### src/pnnd_pkg.sv
// ----------------------------------------------------------------------------
// pnnd_pkg
// shared types, constants and sizing functions for the power-of-two
// nearest-neighbor downscaler
// ----------------------------------------------------------------------------
package pnnd_pkg;

    localparam int DIM_W       = 14;   // source dimension width
    localparam int TGT_W       = 12;   // target dimension width
    localparam int ACC_W       = 26;   // accumulator width
    localparam int LOG_W       = 4;    // log2 of a target dimension
    localparam int ADDR_W      = 4;    // apb address width
    localparam int DATA_W      = 32;   // apb data width
    localparam int QUEUE_DEPTH = 4;
    localparam int QPTR_W      = 2;
    localparam int QCNT_W      = 3;

    localparam logic [DIM_W-1:0] MAX_SOURCE_DIM = 14'd16383;
    localparam logic [DIM_W-1:0] MIN_SOURCE_DIM = 14'd2;
    localparam logic [DIM_W-1:0] LARGE_SOURCE   = 14'd4096;

    localparam logic [LOG_W-1:0] LOG_MIN        = 4'd1;
    localparam logic [LOG_W-1:0] LOG_LARGE      = 4'd10;
    localparam logic [LOG_W-1:0] LOG_CAP_LOW    = 4'd8;
    localparam logic [LOG_W-1:0] LOG_CAP_MEDIUM = 4'd9;
    localparam int               LOG_TOP_BIT    = 11;

    localparam logic [1:0] QUALITY_LOW    = 2'd0;
    localparam logic [1:0] QUALITY_MEDIUM = 2'd1;
    localparam logic [1:0] QUALITY_HIGH   = 2'd2;

    // register indexes (byte address / 4)
    localparam logic [1:0] REG_SOURCE_WIDTH  = 2'd0;
    localparam logic [1:0] REG_SOURCE_HEIGHT = 2'd1;
    localparam logic [1:0] REG_ALPHA_PRESENT = 2'd2;
    localparam logic [1:0] REG_QUALITY_MODE  = 2'd3;

    localparam logic [DIM_W-1:0] RESET_SOURCE_WIDTH  = 14'd2;
    localparam logic [DIM_W-1:0] RESET_SOURCE_HEIGHT = 14'd2;
    localparam logic             RESET_ALPHA_PRESENT = 1'b0;
    localparam logic [1:0]       RESET_QUALITY_MODE  = QUALITY_HIGH;

    typedef struct packed {
        logic [DIM_W-1:0] source_width;
        logic [DIM_W-1:0] source_height;
        logic             alpha_present;
        logic [1:0]       quality_mode;
    } cfg_t;

    typedef struct packed {
        logic [7:0]       red;
        logic [7:0]       green;
        logic [7:0]       blue;
        logic [7:0]       alpha;
        logic             last;
        logic [TGT_W-1:0] target_width;
        logic [TGT_W-1:0] target_height;
    } pix_t;

    function automatic logic [DIM_W-1:0] clamp_size(input logic [DIM_W-1:0] s);
        logic [DIM_W-1:0] r;
        r = s;
        if (s < MIN_SOURCE_DIM)
        begin
            r = MIN_SOURCE_DIM;
        end
        else if (s > MAX_SOURCE_DIM)
        begin
            r = MAX_SOURCE_DIM;
        end
        return r;
    endfunction

    // log2 of the target size: msb position, large sources fixed, quality cap
    function automatic logic [LOG_W-1:0] target_log2(input logic [DIM_W-1:0] s,
                                                     input logic [1:0]       q);
        logic [LOG_W-1:0] lg;
        lg = LOG_MIN;
        if (s >= LARGE_SOURCE)
        begin
            lg = LOG_LARGE;
        end
        else
        begin
            for (int b = 2; b <= LOG_TOP_BIT; b++)
            begin
                if (s[b])
                begin
                    lg = LOG_W'(b);
                end
            end
        end
        case (q)
            QUALITY_LOW:
            begin
                if (lg > LOG_CAP_LOW)
                begin
                    lg = LOG_CAP_LOW;
                end
            end
            QUALITY_HIGH:
            begin
                lg = lg;
            end
            default:
            begin
                if (lg > LOG_CAP_MEDIUM)
                begin
                    lg = LOG_CAP_MEDIUM;
                end
            end
        endcase
        return lg;
    endfunction

endpackage

### src/pnnd_if.sv
// ----------------------------------------------------------------------------
// pnnd pixel channels
// valid/ready channels for source pixels and selected pixels
// ----------------------------------------------------------------------------
interface pnnd_in_if;
    logic       valid;
    logic       ready;
    logic [7:0] red_in;
    logic [7:0] green_in;
    logic [7:0] blue_in;
    logic [7:0] alpha_in;

    modport source (output valid, output red_in, output green_in, output blue_in,
                    output alpha_in, input ready);
    modport sink   (input valid, input red_in, input green_in, input blue_in,
                    input alpha_in, output ready);
endinterface

interface pnnd_out_if;
    logic        valid;
    logic        ready;
    logic [7:0]  red_out;
    logic [7:0]  green_out;
    logic [7:0]  blue_out;
    logic [7:0]  alpha_out;
    logic        last_pixel;
    logic [11:0] target_width;
    logic [11:0] target_height;

    modport source (output valid, output red_out, output green_out, output blue_out,
                    output alpha_out, output last_pixel, output target_width,
                    output target_height, input ready);
    modport sink   (input valid, input red_out, input green_out, input blue_out,
                    input alpha_out, input last_pixel, input target_width,
                    input target_height, output ready);
endinterface

### src/pnnd_regs.sv
// ----------------------------------------------------------------------------
// pnnd_regs
// apb configuration registers; any write restarts the frame
// ----------------------------------------------------------------------------
module pnnd_regs
    import pnnd_pkg::*;
(
    input  logic              clk,
    input  logic              rst_n,
    input  logic              psel,
    input  logic              penable,
    input  logic              pwrite,
    input  logic [ADDR_W-1:0] paddr,
    input  logic [DATA_W-1:0] pwdata,
    output logic [DATA_W-1:0] prdata,
    output cfg_t              cfg,
    output logic              clear
);

    cfg_t       cfg_reg;
    cfg_t       cfg_next;
    logic       wr_en;
    logic [1:0] index;

    assign index = paddr[ADDR_W-1:2];
    assign wr_en = psel && penable && pwrite;
    assign clear = wr_en;
    assign cfg   = cfg_reg;

    always_comb
    begin
        cfg_next = cfg_reg;
        if (wr_en)
        begin
            case (index)
                REG_SOURCE_WIDTH:  cfg_next.source_width  = pwdata[DIM_W-1:0];
                REG_SOURCE_HEIGHT: cfg_next.source_height = pwdata[DIM_W-1:0];
                REG_ALPHA_PRESENT: cfg_next.alpha_present = pwdata[0];
                REG_QUALITY_MODE:  cfg_next.quality_mode  = pwdata[1:0];
                default:           cfg_next = cfg_reg;
            endcase
        end
    end

    always_comb
    begin
        case (index)
            REG_SOURCE_WIDTH:  prdata = DATA_W'(cfg_reg.source_width);
            REG_SOURCE_HEIGHT: prdata = DATA_W'(cfg_reg.source_height);
            REG_ALPHA_PRESENT: prdata = DATA_W'(cfg_reg.alpha_present);
            REG_QUALITY_MODE:  prdata = DATA_W'(cfg_reg.quality_mode);
            default:           prdata = '0;
        endcase
    end

    always_ff @(posedge clk or negedge rst_n)
    begin
        if (!rst_n)
        begin
            cfg_reg.source_width  <= RESET_SOURCE_WIDTH;
            cfg_reg.source_height <= RESET_SOURCE_HEIGHT;
            cfg_reg.alpha_present <= RESET_ALPHA_PRESENT;
            cfg_reg.quality_mode  <= RESET_QUALITY_MODE;
        end
        else
        begin
            cfg_reg <= cfg_next;
        end
    end

endmodule

### src/pnnd_front.sv
// ----------------------------------------------------------------------------
// pnnd_front
// takes source pixels, tracks raster position and picks the sampled ones
// ----------------------------------------------------------------------------
module pnnd_front
    import pnnd_pkg::*;
(
    input  logic       clk,
    input  logic       rst_n,
    input  cfg_t       cfg,
    input  logic       clear,
    pnnd_in_if.sink    pixel,
    input  logic       queue_full,
    output logic       push,
    output pix_t       push_data
);

    logic [DIM_W-1:0] src_col_reg, src_col_next;
    logic [DIM_W-1:0] src_row_reg, src_row_next;
    logic [TGT_W-1:0] dst_col_reg, dst_col_next;
    logic [TGT_W-1:0] dst_row_reg, dst_row_next;
    logic [ACC_W-1:0] cacc_reg, cacc_next;
    logic [ACC_W-1:0] racc_reg, racc_next;

    logic [DIM_W-1:0] sw;
    logic [DIM_W-1:0] sh;
    logic [LOG_W-1:0] lw;
    logic [LOG_W-1:0] lh;
    logic [TGT_W-1:0] tw;
    logic [TGT_W-1:0] th;
    logic             row_hit;
    logic             col_hit;
    logic             accept;
    logic             col_end;
    logic             row_end;

    assign sw = clamp_size(cfg.source_width);
    assign sh = clamp_size(cfg.source_height);
    assign lw = target_log2(sw, cfg.quality_mode);
    assign lh = target_log2(sh, cfg.quality_mode);
    assign tw = {{(TGT_W-1){1'b0}}, 1'b1} << lw;
    assign th = {{(TGT_W-1){1'b0}}, 1'b1} << lh;

    // source index of the next destination sample is acc >> log2(target)
    assign row_hit = (dst_row_reg < th) && (ACC_W'(src_row_reg) == (racc_reg >> lh));
    assign col_hit = (dst_col_reg < tw) && (ACC_W'(src_col_reg) == (cacc_reg >> lw));

    assign pixel.ready = !queue_full;
    assign accept      = pixel.valid && pixel.ready;
    assign push        = accept && row_hit && col_hit;

    assign col_end = ({1'b0, src_col_reg} + (DIM_W+1)'(1)) >= {1'b0, sw};
    assign row_end = ({1'b0, src_row_reg} + (DIM_W+1)'(1)) >= {1'b0, sh};

    always_comb
    begin
        push_data.red           = pixel.red_in;
        push_data.green         = pixel.green_in;
        push_data.blue          = pixel.blue_in;
        push_data.alpha         = cfg.alpha_present ? pixel.alpha_in : 8'd0;
        push_data.last          = (dst_col_reg == tw - TGT_W'(1)) &&
                                  (dst_row_reg == th - TGT_W'(1));
        push_data.target_width  = tw;
        push_data.target_height = th;
    end

    always_comb
    begin
        src_col_next = src_col_reg;
        src_row_next = src_row_reg;
        dst_col_next = dst_col_reg;
        dst_row_next = dst_row_reg;
        cacc_next    = cacc_reg;
        racc_next    = racc_reg;
        if (clear)
        begin
            src_col_next = '0;
            src_row_next = '0;
            dst_col_next = '0;
            dst_row_next = '0;
            cacc_next    = '0;
            racc_next    = '0;
        end
        else if (accept)
        begin
            if (row_hit && col_hit)
            begin
                dst_col_next = dst_col_reg + TGT_W'(1);
                cacc_next    = cacc_reg + ACC_W'(sw);
            end
            if (col_end)
            begin
                src_col_next = '0;
                dst_col_next = '0;
                cacc_next    = '0;
                if (row_end)
                begin
                    src_row_next = '0;
                    dst_row_next = '0;
                    racc_next    = '0;
                end
                else
                begin
                    if (row_hit)
                    begin
                        dst_row_next = dst_row_reg + TGT_W'(1);
                        racc_next    = racc_reg + ACC_W'(sh);
                    end
                    src_row_next = src_row_reg + DIM_W'(1);
                end
            end
            else
            begin
                src_col_next = src_col_reg + DIM_W'(1);
            end
        end
    end

    always_ff @(posedge clk or negedge rst_n)
    begin
        if (!rst_n)
        begin
            src_col_reg <= '0;
            src_row_reg <= '0;
            dst_col_reg <= '0;
            dst_row_reg <= '0;
            cacc_reg    <= '0;
            racc_reg    <= '0;
        end
        else
        begin
            src_col_reg <= src_col_next;
            src_row_reg <= src_row_next;
            dst_col_reg <= dst_col_next;
            dst_row_reg <= dst_row_next;
            cacc_reg    <= cacc_next;
            racc_reg    <= racc_next;
        end
    end

    a_src_col_range: assert property (@(posedge clk) disable iff (!rst_n)
        src_col_reg < sw)
        else $error("source column beyond source width");

    a_dst_col_range: assert property (@(posedge clk) disable iff (!rst_n)
        dst_col_reg <= tw)
        else $error("destination column beyond target width");

    a_dst_row_range: assert property (@(posedge clk) disable iff (!rst_n)
        dst_row_reg <= th)
        else $error("destination row beyond target height");

endmodule

### src/pnnd_queue.sv
// ----------------------------------------------------------------------------
// pnnd_queue
// short fifo between the sampler and the result channel
// ----------------------------------------------------------------------------
module pnnd_queue
    import pnnd_pkg::*;
(
    input  logic       clk,
    input  logic       rst_n,
    input  logic       push,
    input  pix_t       push_data,
    output logic       full,
    pnnd_out_if.source result
);

    pix_t              mem_reg [QUEUE_DEPTH];
    logic [QPTR_W-1:0] wr_ptr_reg, wr_ptr_next;
    logic [QPTR_W-1:0] rd_ptr_reg, rd_ptr_next;
    logic [QCNT_W-1:0] count_reg, count_next;
    logic              pop;
    pix_t              head;

    assign full = (count_reg == QCNT_W'(QUEUE_DEPTH));
    assign pop  = result.valid && result.ready;
    assign head = mem_reg[rd_ptr_reg];

    assign result.valid         = (count_reg != '0);
    assign result.red_out       = head.red;
    assign result.green_out     = head.green;
    assign result.blue_out      = head.blue;
    assign result.alpha_out     = head.alpha;
    assign result.last_pixel    = head.last;
    assign result.target_width  = head.target_width;
    assign result.target_height = head.target_height;

    always_comb
    begin
        wr_ptr_next = push ? wr_ptr_reg + QPTR_W'(1) : wr_ptr_reg;
        rd_ptr_next = pop  ? rd_ptr_reg + QPTR_W'(1) : rd_ptr_reg;
        count_next  = count_reg + QCNT_W'(push) - QCNT_W'(pop);
    end

    always_ff @(posedge clk)
    begin
        if (push)
        begin
            mem_reg[wr_ptr_reg] <= push_data;
        end
    end

    always_ff @(posedge clk or negedge rst_n)
    begin
        if (!rst_n)
        begin
            wr_ptr_reg <= '0;
            rd_ptr_reg <= '0;
            count_reg  <= '0;
        end
        else
        begin
            wr_ptr_reg <= wr_ptr_next;
            rd_ptr_reg <= rd_ptr_next;
            count_reg  <= count_next;
        end
    end

    a_no_overflow: assert property (@(posedge clk) disable iff (!rst_n)
        push |-> !full)
        else $error("push into a full queue");

    a_fill_tracks: assert property (@(posedge clk) disable iff (!rst_n)
        (push && !pop) |=> count_reg == $past(count_reg) + QCNT_W'(1))
        else $error("queue fill count lost a push");

endmodule

### src/pow2_nearest_neighbor_downscale_core.sv
// ----------------------------------------------------------------------------
// pow2_nearest_neighbor_downscale_core
// nearest-neighbor downscaler of a raster pixel stream to power-of-two sizes
// ----------------------------------------------------------------------------
// result: a picked pixel accepted at a clock edge is offered on result
//   from the next cycle on (written into the fifo, head read straight out)
// throughput: one source pixel per cycle; pixel.ready drops only while the
//   four-entry result queue is full
// reset: rst_n async low; 2x2 source, no alpha, high quality, position cleared
// ----------------------------------------------------------------------------
module pow2_nearest_neighbor_downscale_core
    import pnnd_pkg::*;
(
    input  logic              clk,
    input  logic              rst_n,
    // configuration port
    input  logic              psel,
    input  logic              penable,
    input  logic              pwrite,
    input  logic [ADDR_W-1:0] paddr,
    input  logic [DATA_W-1:0] pwdata,
    output logic [DATA_W-1:0] prdata,
    output logic              pready,
    // pixel channels
    pnnd_in_if.sink           pixel,
    pnnd_out_if.source        result
);

    cfg_t cfg;
    logic clear;
    logic push;
    pix_t push_data;
    logic queue_full;

    // no wait states on the configuration port
    assign pready = 1'b1;

    // register file; a write also restarts the frame position
    pnnd_regs u_regs (
        .clk    (clk),
        .rst_n  (rst_n),
        .psel   (psel),
        .penable(penable),
        .pwrite (pwrite),
        .paddr  (paddr),
        .pwdata (pwdata),
        .prdata (prdata),
        .cfg    (cfg),
        .clear  (clear)
    );

    // front: accepts source requests while the queue is not full, walks the raster
    // position and flags the pixels that land on destination samples
    pnnd_front u_front (
        .clk       (clk),
        .rst_n     (rst_n),
        .cfg       (cfg),
        .clear     (clear),
        .pixel     (pixel),
        .queue_full(queue_full),
        .push      (push),
        .push_data (push_data)
    );

    // back: holds picked pixels until the result side takes them
    pnnd_queue u_queue (
        .clk      (clk),
        .rst_n    (rst_n),
        .push     (push),
        .push_data(push_data),
        .full     (queue_full),
        .result   (result)
    );

endmodule
### src/flat_wrapper.sv
// flat-port wrapper written by rule: the top's interface ports become plain ports
module pow2_nearest_neighbor_downscale_core_flat import pnnd_pkg::*;
  (clk, rst_n, psel, penable, pwrite, paddr, pwdata, prdata, pready, pixel_valid, pixel_red_in, pixel_green_in, pixel_blue_in, pixel_alpha_in, pixel_ready, result_valid, result_red_out, result_green_out, result_blue_out, result_alpha_out, result_last_pixel, result_target_width, result_target_height, result_ready);
  pnnd_in_if pixel_i ();
  pnnd_out_if result_i ();
  input  logic clk;
  input  logic rst_n;
  input  logic psel;
  input  logic penable;
  input  logic pwrite;
  input  logic [ADDR_W-1:0] paddr;
  input  logic [DATA_W-1:0] pwdata;
  output logic [DATA_W-1:0] prdata;
  output logic pready;
  input wire logic [$bits(pixel_i.valid)-1:0] pixel_valid;
  input wire logic [$bits(pixel_i.red_in)-1:0] pixel_red_in;
  input wire logic [$bits(pixel_i.green_in)-1:0] pixel_green_in;
  input wire logic [$bits(pixel_i.blue_in)-1:0] pixel_blue_in;
  input wire logic [$bits(pixel_i.alpha_in)-1:0] pixel_alpha_in;
  output wire logic [$bits(pixel_i.ready)-1:0] pixel_ready;
  output wire logic [$bits(result_i.valid)-1:0] result_valid;
  output wire logic [$bits(result_i.red_out)-1:0] result_red_out;
  output wire logic [$bits(result_i.green_out)-1:0] result_green_out;
  output wire logic [$bits(result_i.blue_out)-1:0] result_blue_out;
  output wire logic [$bits(result_i.alpha_out)-1:0] result_alpha_out;
  output wire logic [$bits(result_i.last_pixel)-1:0] result_last_pixel;
  output wire logic [$bits(result_i.target_width)-1:0] result_target_width;
  output wire logic [$bits(result_i.target_height)-1:0] result_target_height;
  input wire logic [$bits(result_i.ready)-1:0] result_ready;
  assign pixel_i.valid = pixel_valid;
  assign pixel_i.red_in = pixel_red_in;
  assign pixel_i.green_in = pixel_green_in;
  assign pixel_i.blue_in = pixel_blue_in;
  assign pixel_i.alpha_in = pixel_alpha_in;
  assign pixel_ready = pixel_i.ready;
  assign result_valid = result_i.valid;
  assign result_red_out = result_i.red_out;
  assign result_green_out = result_i.green_out;
  assign result_blue_out = result_i.blue_out;
  assign result_alpha_out = result_i.alpha_out;
  assign result_last_pixel = result_i.last_pixel;
  assign result_target_width = result_i.target_width;
  assign result_target_height = result_i.target_height;
  assign result_i.ready = result_ready;
  pow2_nearest_neighbor_downscale_core u_core (.clk(clk), .rst_n(rst_n), .psel(psel), .penable(penable), .pwrite(pwrite), .paddr(paddr), .pwdata(pwdata), .prdata(prdata), .pready(pready), .pixel(pixel_i), .result(result_i));
endmodule
### config.mk
export PLATFORM = sky130hd
export DESIGN_NAME = pow2_nearest_neighbor_downscale_core_flat
export DESIGN_NICKNAME = d
export VERILOG_FILES = /design/src/pnnd_pkg.sv /design/src/pnnd_if.sv /design/src/pnnd_regs.sv /design/src/pnnd_front.sv /design/src/pnnd_queue.sv /design/src/pow2_nearest_neighbor_downscale_core.sv /design/src/flat_wrapper.sv
export SDC_FILE = /design/constraint.sdc
export NUM_CORES = 1
export LEC_CHECK = 0
export ABC_AREA = 1
export BUFFER_PORTS_ARGS = -buffer_cell sky130_fd_sc_hd__buf_2
export CAP_MARGIN = 30
export CORE_ASPECT_RATIO = 1.2
export CORE_MARGIN = 5
export CORE_UTILIZATION = 45
export CTS_CLUSTER_DIAMETER = 50
export DETAILED_ROUTE_END_ITERATION = 8
export PLACE_DENSITY_LB_ADDON = 0.15
export SLEW_MARGIN = 20
export SYNTH_ARGS = -nofsm -noshare
export SYNTH_HDL_FRONTEND = slang
export SYNTH_SLANG_ARGS = --single-unit
export TNS_END_PERCENT = 100
### constraint.sdc
create_clock -name clk -period 9 [get_ports clk]
set_input_delay 1.8 -clock clk [delete_from_list [all_inputs] [get_ports clk]]
set_output_delay 1.8 -clock clk [all_outputs]
set_load 0.03 [all_outputs]
==> impl_metrics.csv <==
group,metric,value,unit
logic_synthesis,synth-xor-area-share,3.75,%
place,place_area,23400,um2
logic_synthesis,synth.distinct_cells,54,
route,first_pass_iters,9,
timing,rsz0062_at_grt,"false",
worst_setup_path,startpoint_type,"register",
logic_synthesis,postSynth.asyncResetShare,38.4,%
clock_tree,clock_sinks,370,
logic_synthesis,synth-edff-count,228,
final_layout,fillers,4691,
worst_setup_path,crit_path_end_kind,"register",
clock_tree,cts_resized,0,
die,rows,89,
final_layout,nets,2973,
global_route,grt_pass1_vias,18365,
timing,slew_violations,0,
clock_tree,cts_tree,"built",
global_route,antenna_found_initial,0,
logic_synthesis,yosys.area_share.simple,26.1,%
logic_synthesis,avgSynthCellArea,8.18,um2
timing,fin_crit_sh,81.2,%
die,core,49200,um2
logic_synthesis,synthAdderAreaFrac,5.40,%
global_route,grt_overflow,0,
place,routabilityCongestion,0.889,
die,die_w,214,um
worst_setup_path,worstPathArrival,7540,ps
clock_tree,numCtsBuffers,43,
logic_synthesis,synth_top_family_by_area,"simple AND/OR/NAND/NOR gates",
die,initial_core_util,45.6,%
route,drcViolationCount,0,
timing,slew_headroom,36.5,%
logic_synthesis,synth_compound_area_share,10.1,%
place,io_buffers,127,
clock_tree,cts-hold-fix-buffers,0,
worst_setup_path,worstPathMaxFanout,32,
global_route,grt_pass1_wl,98500,um
final_layout,layout_common_cells,"nand2_1 (521), nand3_1 (384), nor2_1 (278), inv_1 (253), edfxtp_1 (228)",
worst_setup_path,crit_type,"reg -> reg",
logic_synthesis,postSynthRegisterBits,370,
place,dp_hpwl,44200,um
final_layout,layout_commonest_cell,"nand2_1",
final_layout,diodes,0,
clock_tree,clk_transition_reported_paths,60,ps
die,num_io_pins,167,
power,power,8.24,mW
clock_tree,cts.path.max_buffers,3,
timing,fmax,137,MHz
run_status,status,"completed",
final_layout,syn_to_final_growth,11.5,%
clock_tree,cts_setup_buffers,0,
route,wl,62500,um
die,die-area,54400,um2
logic_synthesis,synth_ff_type,"edfxtp_1",
route,viasPerCell,5.52,
global_route,grt_max_degree,99,
route,final_antenna_net_count,0,
timing,worst_pin_slew,949,ps
clock_tree,root_buffer,"clkbuf_16",
power,power_density,329,nW/um2
logic_synthesis,syn_area,22400,um2
timing,tns,0,ps
job,max_cap_viol_count,0,
final_layout,finalInstanceArea,25000,um2
logic_synthesis,synth_mux_area_share,0,%
route,drt-wirelength-per-cell,18.0,um
route,vias,19164,
power,power.leakage,10.9,nW
power,vdd.ir_drop.worst,0.000164,V
die,dieHeight,255,um
global_route,grt_usage,22.5,%
worst_setup_path,required,9230,ps
route,drtIter0Drc,1527,
timing,hold_viol,0,
logic_synthesis,synth_warnings,0,
timing,clock_skew,29.7,ps
clock_tree,h-tree-depth,2,
logic_synthesis,ys_seq_area_share,46.4,%
final_layout,largest_reg_flops,228,
clock_tree,clk_latency,580,ps
min_path,hp-class,"reg -> reg",
timing,fin_crit,7310,ps
timing,setup_viol,0,
logic_synthesis,synth_cells,2741,
final_layout,drive_above_1_share,9.55,%
-- cell usage after synthesis (5+ instances only) --
cell        n  area share [%]
edfxtp_1  228              31
nand3b_1    7            0.23
o21ai_0   199             4.4
clkbuf_1   96             1.6
nand2_2     8            0.22
xor2_1     80             3.1
nand2_4     5            0.25
o211ai_1    5            0.17
and2_1      5            0.14
ha_1       92             5.1
dfrtp_1   139              16
nand3_1   384             8.6
buf_4      29            0.97
inv_1     254             4.2
nor2_1    282             4.7
o22ai_1    86             2.4
xnor2_1    16            0.62
nand4_1    27            0.75
a21oi_1    78             1.7
buf_2      31            0.69
nor3_1     61             1.4
o21ai_1    15            0.33
inv_2       7            0.12
nor4_1     14            0.39
buf_6       8            0.40
nand2_1   522             8.7
-- critical path, stage by stage (launching register included) --
cell and delay [ps]:
dfrtp_1 420, nor2_1 150, nand2_1 130, nor2_4 350
inv_1 460, nand2_2 600, nand2_2 510, nor2_1 420
inv_1 150, nor2_1 310, inv_1 90, ha_1 300
a21oi_1 130, o21ai_0 100, a21oi_1 140, nand3_1 170
a21oi_1 150, nand2_1 60, nor2_1 90, nand2_1 60
nor2_1 330, nand3_2 190, or2_1 430, nor2_4 720
buf_4 440
-- per-layer routing --
metal  global-route usage, %  vias up  wire, um
met1                    30.0     9181     27100
met3                    3.10       95      3320
met2                    38.1      516     30400
li1                        -     9372         -
met5                       0        -         0
met4                    6.80        0      1690
-- path summary, 6_finish.rpt --
path | slack, ps | to | cells after the start | start
min in group asynchronous | 1260 | u_core.u_front.src_row_reg[9] | 1 | rst_n
worst max register to register | 1690 | u_core.u_queue.mem_reg[0][27] | 24 | u_core.u_regs.cfg[30]
max in group asynchronous | 6360 | u_core.u_queue.rd_ptr_reg[0] | 2 | rst_n
worst min register to register | 490 | u_core.u_regs.cfg[17] | 2 | u_core.u_regs.cfg[17]
worst max-delay path | 1690 | u_core.u_queue.mem_reg[0][27] | 24 | u_core.u_regs.cfg[30]
worst min-delay path | 490 | u_core.u_regs.cfg[17] | 2 | u_core.u_regs.cfg[17]
-- layout make-up --
class	count	area [um2]	area share, %
Sequential cell	370	10400	41.6
Multi-Input combinational cell	1967	10300	41.3
Clock inverter	25	413	1.65
Inverter	265	996	3.98
Timing Repair Buffer	156	920	3.68
Tap cell	637	797	3.19
Clock buffer	54	1150	4.59
-- logic make-up after synthesis --
logic type,Yosys count
simple gates,1334
other cells,2
xor+xnor,96
buf+inv,433
compound gates,411
flops,370
fa+ha+maj,95
-- report_power, final --
| part | switching, mW | total, mW | internal (mW) | leakage, nW |
|---|---|---|---|---|
| logic | 2.67 | 3.95 | 1.28 | 6.31 |
| registers | 0.333 | 2.39 | 2.06 | 3.83 |
| clock network | 0.724 | 1.90 | 1.18 | 0.753 |
-- through the flow --
| step | hold WS, ps | cells | util [%] | worst slack, ps |
|---|---|---|---|---|
| detailed placement | 476 | 3393 | 47.6 | 1750 |
| floorplan | 453 | 2770 | - | 2640 |
| global placement | 472 | 3391 | 47.5 | 1810 |
| global route | 509 | 3474 | 50.8 | 1210 |
| CTS | 489 | 3472 | 50.7 | 1690 |
| finish | 488 | 3474 | 50.8 | 1690 |
Note: power is estimated with default switching activity, not from simulation.
